===== src/sv/mrfc_pkg.sv =====
// Shared types and constants for the motor reply frame checker.
package mrfc_pkg;

  // Frame layout
  localparam int REPLY_LENGTH  = 13;
  localparam int LAST_POS      = REPLY_LENGTH - 1;
  localparam int HSUM_POS      = 4;
  localparam int PAYLOAD_START = 5;
  localparam int PAYLOAD_COUNT = 7;
  localparam int POS_W         = $clog2(REPLY_LENGTH + 1);
  localparam int PIDX_W        = $clog2(PAYLOAD_COUNT);

  localparam logic [7:0] HEADER_RESET = 8'd62;

  // Frame status codes, first failing check wins
  typedef enum logic [1:0] {
    STATUS_GOOD       = 2'd0,
    STATUS_BAD_HEADER = 2'd1,
    STATUS_HEADER_SUM = 2'd2,
    STATUS_DATA_SUM   = 2'd3
  } status_t;

  // One result transaction
  typedef struct packed {
    status_t            frame_status;
    logic signed [7:0]  temperature;
    logic signed [15:0] torque_or_power;
    logic signed [15:0] speed;
    logic [15:0]        encoder_position;
  } result_t;

endpackage


===== src/sv/mrfc_frame_track.sv =====
// Byte position tracking, additive sum checks and held motor values.
module mrfc_frame_track (
  input  logic             clk,
  input  logic             rst,
  input  logic             accept,
  input  logic [7:0]       rx_byte,
  input  logic             first_byte,
  input  logic             cfg_we,
  input  logic [7:0]       cfg_wdata,
  output logic             res_load,
  output mrfc_pkg::result_t res
);
  import mrfc_pkg::*;

  logic [7:0]        header_value;
  logic [POS_W-1:0]  byte_position;
  logic [POS_W-1:0]  byte_position_next;
  logic [7:0]        running_sum;
  logic [7:0]        running_sum_next;
  logic              header_matched;
  logic              header_matched_next;
  logic              header_sum_good;
  logic              header_sum_good_next;
  logic [7:0]        payload_bytes [PAYLOAD_COUNT];
  logic              payload_we;
  logic [PIDX_W-1:0] payload_idx;
  logic signed [7:0]  held_temperature;
  logic signed [15:0] held_torque;
  logic signed [15:0] held_speed;
  logic [15:0]        held_encoder;
  logic [POS_W-1:0]  pos;
  logic              in_frame;
  logic              is_last;
  status_t           status;

  // Restart the count on a start flag
  assign pos      = first_byte ? '0 : byte_position;
  assign in_frame = (pos < POS_W'(REPLY_LENGTH));
  assign is_last  = (pos == POS_W'(LAST_POS));
  assign payload_idx = PIDX_W'(pos - POS_W'(PAYLOAD_START));

  // Advance position and sums for one byte
  always_comb begin
    byte_position_next   = byte_position;
    running_sum_next     = running_sum;
    header_matched_next  = header_matched;
    header_sum_good_next = header_sum_good;
    payload_we           = 1'b0;
    if (in_frame) begin
      byte_position_next = pos + POS_W'(1);
      if (pos == '0) begin
        header_matched_next = (rx_byte == header_value);
        running_sum_next    = rx_byte;
      end else if (pos < POS_W'(HSUM_POS)) begin
        running_sum_next = running_sum + rx_byte;
      end else if (pos == POS_W'(HSUM_POS)) begin
        header_sum_good_next = (rx_byte == running_sum);
        running_sum_next     = '0;
      end else if (pos < POS_W'(LAST_POS)) begin
        payload_we       = 1'b1;
        running_sum_next = running_sum + rx_byte;
      end
    end
  end

  // Pick the status on the last byte
  always_comb begin
    if (!header_matched)             status = STATUS_BAD_HEADER;
    else if (!header_sum_good)       status = STATUS_HEADER_SUM;
    else if (rx_byte != running_sum) status = STATUS_DATA_SUM;
    else                             status = STATUS_GOOD;
  end

  // Build the result from updated or held values
  always_comb begin
    res.frame_status = status;
    if (status == STATUS_GOOD) begin
      res.temperature      = payload_bytes[0];
      res.torque_or_power  = {payload_bytes[2], payload_bytes[1]};
      res.speed            = {payload_bytes[4], payload_bytes[3]};
      res.encoder_position = {payload_bytes[6], payload_bytes[5]};
    end else begin
      res.temperature      = held_temperature;
      res.torque_or_power  = held_torque;
      res.speed            = held_speed;
      res.encoder_position = held_encoder;
    end
  end

  assign res_load = accept && is_last;

  // Control state and held values
  always_ff @(posedge clk) begin
    if (rst) begin
      header_value     <= HEADER_RESET;
      byte_position    <= '0;
      running_sum      <= '0;
      header_matched   <= 1'b0;
      header_sum_good  <= 1'b0;
      held_temperature <= '0;
      held_torque      <= '0;
      held_speed       <= '0;
      held_encoder     <= '0;
    end else begin
      if (cfg_we) begin
        header_value <= cfg_wdata;
      end
      if (accept) begin
        byte_position   <= byte_position_next;
        running_sum     <= running_sum_next;
        header_matched  <= header_matched_next;
        header_sum_good <= header_sum_good_next;
      end
      if (res_load) begin
        held_temperature <= res.temperature;
        held_torque      <= res.torque_or_power;
        held_speed       <= res.speed;
        held_encoder     <= res.encoder_position;
      end
    end
  end

  // Store payload bytes
  always_ff @(posedge clk) begin
    if (accept && payload_we) begin
      payload_bytes[payload_idx] <= rx_byte;
    end
  end

endmodule


===== config.mk =====
export PLATFORM = sky130hd
export DESIGN_NAME = mrfc_frame_track
export DESIGN_NICKNAME = d
export VERILOG_FILES = /design/src/sv/mrfc_pkg.sv /design/src/sv/mrfc_frame_track.sv
export SDC_FILE = /design/constraint.sdc
export NUM_CORES = 1
export LEC_CHECK = 0
export BUFFER_PORTS_ARGS = -buffer_cell sky130_fd_sc_hd__buf_4
export CORE_MARGIN = 2
export CORE_UTILIZATION = 52
export CTS_CLUSTER_SIZE = 12
export DETAILED_ROUTE_END_ITERATION = 10
export PLACE_DENSITY = 0.75
export SYNTH_ARGS = -nofsm -noshare
export SYNTH_HDL_FRONTEND = slang
export SYNTH_SLANG_ARGS = --single-unit

===== constraint.sdc =====
create_clock -name clk -period 8.6 [get_ports clk]
set_clock_uncertainty 0.2 [all_clocks]
set_input_delay 1.29 -clock clk [delete_from_list [all_inputs] [get_ports clk]]
set_output_delay 1.29 -clock clk [all_outputs]
set_load 0.1 [all_outputs]

==> impl_metrics.env <==
export IMPL_core_area_um2=10890
export IMPL_area_occupied_by_registers_um2=3243
export IMPL_cts_post_setup_buffers_inserted=0
export IMPL_synth_simple_gate_area_share=0.1269
export IMPL_place_hpwl_um=8124
export IMPL_num_io_pins=80
export IMPL_seq_area_frac_synth=0.5563
export IMPL_synth_cells=550
export IMPL_hold_buffers=0
export IMPL_critical_setup_path_class="in2out"
export IMPL_postRouteWirelength_um=13210
export IMPL_vias=4329
export IMPL_rsz0062_at_grt="no"
export IMPL_run_status="complete, no violations"
export IMPL_tritoncts="done"
export IMPL_cp_cell_sequence="buf_4 > ha_1 > nor4_2 > and4_2 > buf_4 > mux2_2 > buf_4"
export IMPL_synthArstFlopShare=0
export IMPL_number_of_levels_in_the_clock_h_tree=4
export IMPL_total_area_of_multi_input_combinational_cells_um2=2367
export IMPL_initialDrtViolationCount=305
export IMPL_fp_row_count=38
export IMPL_floorplan_die_width_um=109.9
export IMPL_synth_adder_area_share=0.02490
export IMPL_layout_fillers=807
export IMPL_n_antenna_cell=0
export IMPL_clock_insertion_delay_worst_skew_ps=520
export IMPL_post_route_worst_setup_slack_ps=3374
export IMPL_cellLeakagePower_nw=2.701
export IMPL_max_vdd_ir_drop_mv=0.1325
export IMPL_p_per_area_nw_per_um2=205.7
export IMPL_grt_total_usage=0.2302
export IMPL_pin_count_of_the_biggest_net_entering_global_routing=70
export IMPL_synthDistinctLibCells=42
export IMPL_synth_compound_gate_area_share=0.1056
export IMPL_cts_root_buffer_cell="clkbuf_8"
export IMPL_worstPathBufferInverterCount=3
export IMPL_synth_mux_area_frac=0.1273
export IMPL_max_transition_viols_final=0
export IMPL_worstMarginPinSlew_ps=1221
export IMPL_post_cts_resize_count=0
export IMPL_start_util=0.5354
export IMPL_routabilityCongestion=0.9324
export IMPL_end_kind="primary output"
export IMPL_antenna_violating_nets_post_route=0
export IMPL_dp_worst_setup_slack_ps=3403
export IMPL_worst_slew_margin_rel=0.1795
export IMPL_detail_route_vias_per_cell=5.615
export IMPL_finalHoldViolations=0
export IMPL_path_delay_family="buffers and inverters"
export IMPL_clock_fmax_ghz=0.1914
export IMPL_critPathMaxFanout=58
export IMPL_cp_common_cell="buf_4"
export IMPL_syn_to_final_growth_pct=20.15
export IMPL_clock_sinks=134
export IMPL_antenna_found_initial=0
export IMPL_timing_hold_worst_class="reg2reg"
export IMPL_routedWlPerCell_um=17.13
export IMPL_max_cap_violations=0
export IMPL_critical_path_startpoint_type="primary input"
export IMPL_synth_enable_flop_cells=56
export IMPL_cp_data_arrival_time_ps=3740
export IMPL_period_share=0.6077
export IMPL_synthesis_area_per_instance_um2=10.60
export IMPL_setup_violating_endpoint_count_in_the_final_report=0
export IMPL_timing_critical_path_slowest_stage_cell="buf_4"
export IMPL_number_of_buffers_on_the_longest_clock_path=2
export IMPL_port_buffers=79
export IMPL_drc=0
export IMPL_synth_seq_cells=134
export IMPL_global_route_overflow_total=0
export IMPL_cts_made_buffers=17
export IMPL_synth_top_family_by_area="multiplexers"
export IMPL_number_of_global_route_vias_before_repair=4049
export IMPL_synthesis_yosys_warnings=0
export IMPL_grt_pass1_wl_um=20770
export IMPL_finalCriticalPeriod_ps=5226
export IMPL_finalNetCount=650
export IMPL_cp_required_ps=7110
export IMPL_total_iterations_of_the_first_detailed_routing_run=7
export IMPL_fin_setup_tns_ps=0
export IMPL_dieArea_um2=12070
export IMPL_ys_flop_type="dfxtp_1"
export IMPL_fraction_of_layout_instances_using_a_drive_strength_above_1=0.2710
export IMPL_syn_area_um2=5829
export IMPL_total_nets_after_synthesis=582
export IMPL_cts_reportedPaths_clkPinSlew_ps=60
export IMPL_die_height_um=109.9
export IMPL_parity_gate_share_of_the_synthesized_area_counting_xor_and_xnor_cells=0.02103
export IMPL_cp_slowest_stage_delay_ps=560
cells in the final DEF, fill, tap and decap left out, types with 6 or more instances in the layout:
cell	count
a21oi_1	66
buf_4	82
clkbuf_16	16
dfxtp_1	78
edfxtp_1	56
ha_1	10
inv_1	7
mux2_2	57
mux2i_1	10
nand2_1	124
nor2_1	24
nor3_1	6
o21ai_0	14
xnor2_1	13
cells in the mapped netlist, drive strengths merged, types with 3 or more instances:
cell type  count  area, um2
a211oi         4      30.03
a21o           4      30.03
a21oi         66      330.3
a221oi         4      35.03
and3           3      18.77
buf           16      127.6
clkbuf        18      67.56
dfxtp         78       1562
edfxtp        56       1682
ha            10      125.1
inv            7      26.28
mux2          57      641.9
mux2i         10      100.1
nand2        124      465.5
nand2b         4      25.02
nand4          3      18.77
nor2          24      90.09
nor3           6      30.03
o21ai         14      70.07
xnor2         13      113.9
path summary, 6_finish.rpt:
| check | startpoint | end | slack, ps | cells past startpoint |
|---|---|---|---|---|
| min reg2reg | held_encoder[5] | held_encoder[5] | 250 | 2 |
| max | rx_byte[5] | res[38] | 3370 | 7 |
| min | held_encoder[5] | held_encoder[5] | 250 | 2 |
| max reg2reg | running_sum[5] | held_torque[12] | 5050 | 7 |
power breakdown:
group	total, mW	switching (mW)	internal, mW
Sequential	0.672	0.00455	0.668
Combinational	0.0750	0.0450	0.0300
Clock	0.693	0.259	0.434
Total	1.44	0.308	1.13
final cells by class:
type                       instances  share of cell area
clock buffer                      24             0.06717
clock inverter                     8             0.01411
inverter                           7            0.003751
multi-input combinational        375              0.3380
sequential                       134              0.4630
tap                              140             0.02501
timing repair buffer              83             0.08896
registers in the layout, summed over array words and instances (netlist names):
signal,count
header_value,8
held_speed,16
running_sum,8
payload_bytes,56
header_sum_good,1
header_matched,1
held_torque,16
byte_position,4
held_temperature,8
held_encoder,16
cell families (layout without fill, tap and decap cells):
kind of cell               count (synthesis)  after routing
and+or+nand+nor                          176            176
adders and majority gates                 11             11
buffers and inverters                     41            122
xor gates and xnor gates                  14             14
muxes                                     67             67
DFF                                      134            134
AOI/OAI and AO/OA                        107            107
per-layer routing:
layer	global-route usage	wire (um)	up-vias	part of all wire
met5	0	0	-	0
met4	0.08770	214	0	0.016
met3	0.05276	704	22	0.053
met2	0.3716	6594	147	0.50
met1	0.3012	5692	2092	0.43
li1	-	-	2068	-
through the flow:
stage	hold slack [ps]	util	std cells	instance area, um2	power (mW)
final	251.3	0.6433	771	7004	1.441
after floorplan	233.8	-	550	5829	0.7341
after detailed placement	247.0	0.5903	738	6427	0.7592
after CTS	255.5	0.6426	770	6997	1.446
after global placement	238.3	0.5903	738	6427	0.7569
after global routing	272.5	0.6433	771	7004	1.483
worst register-to-register path, cell delays in order (launching register included):
cell     delay (ps)
dfxtp_1         310
ha_1            380
nor4_2          310
and4_2          250
buf_4           560
and4_2         1140
nand2_1         150
a21oi_1         180
Power figures use the tool's default switching activity.
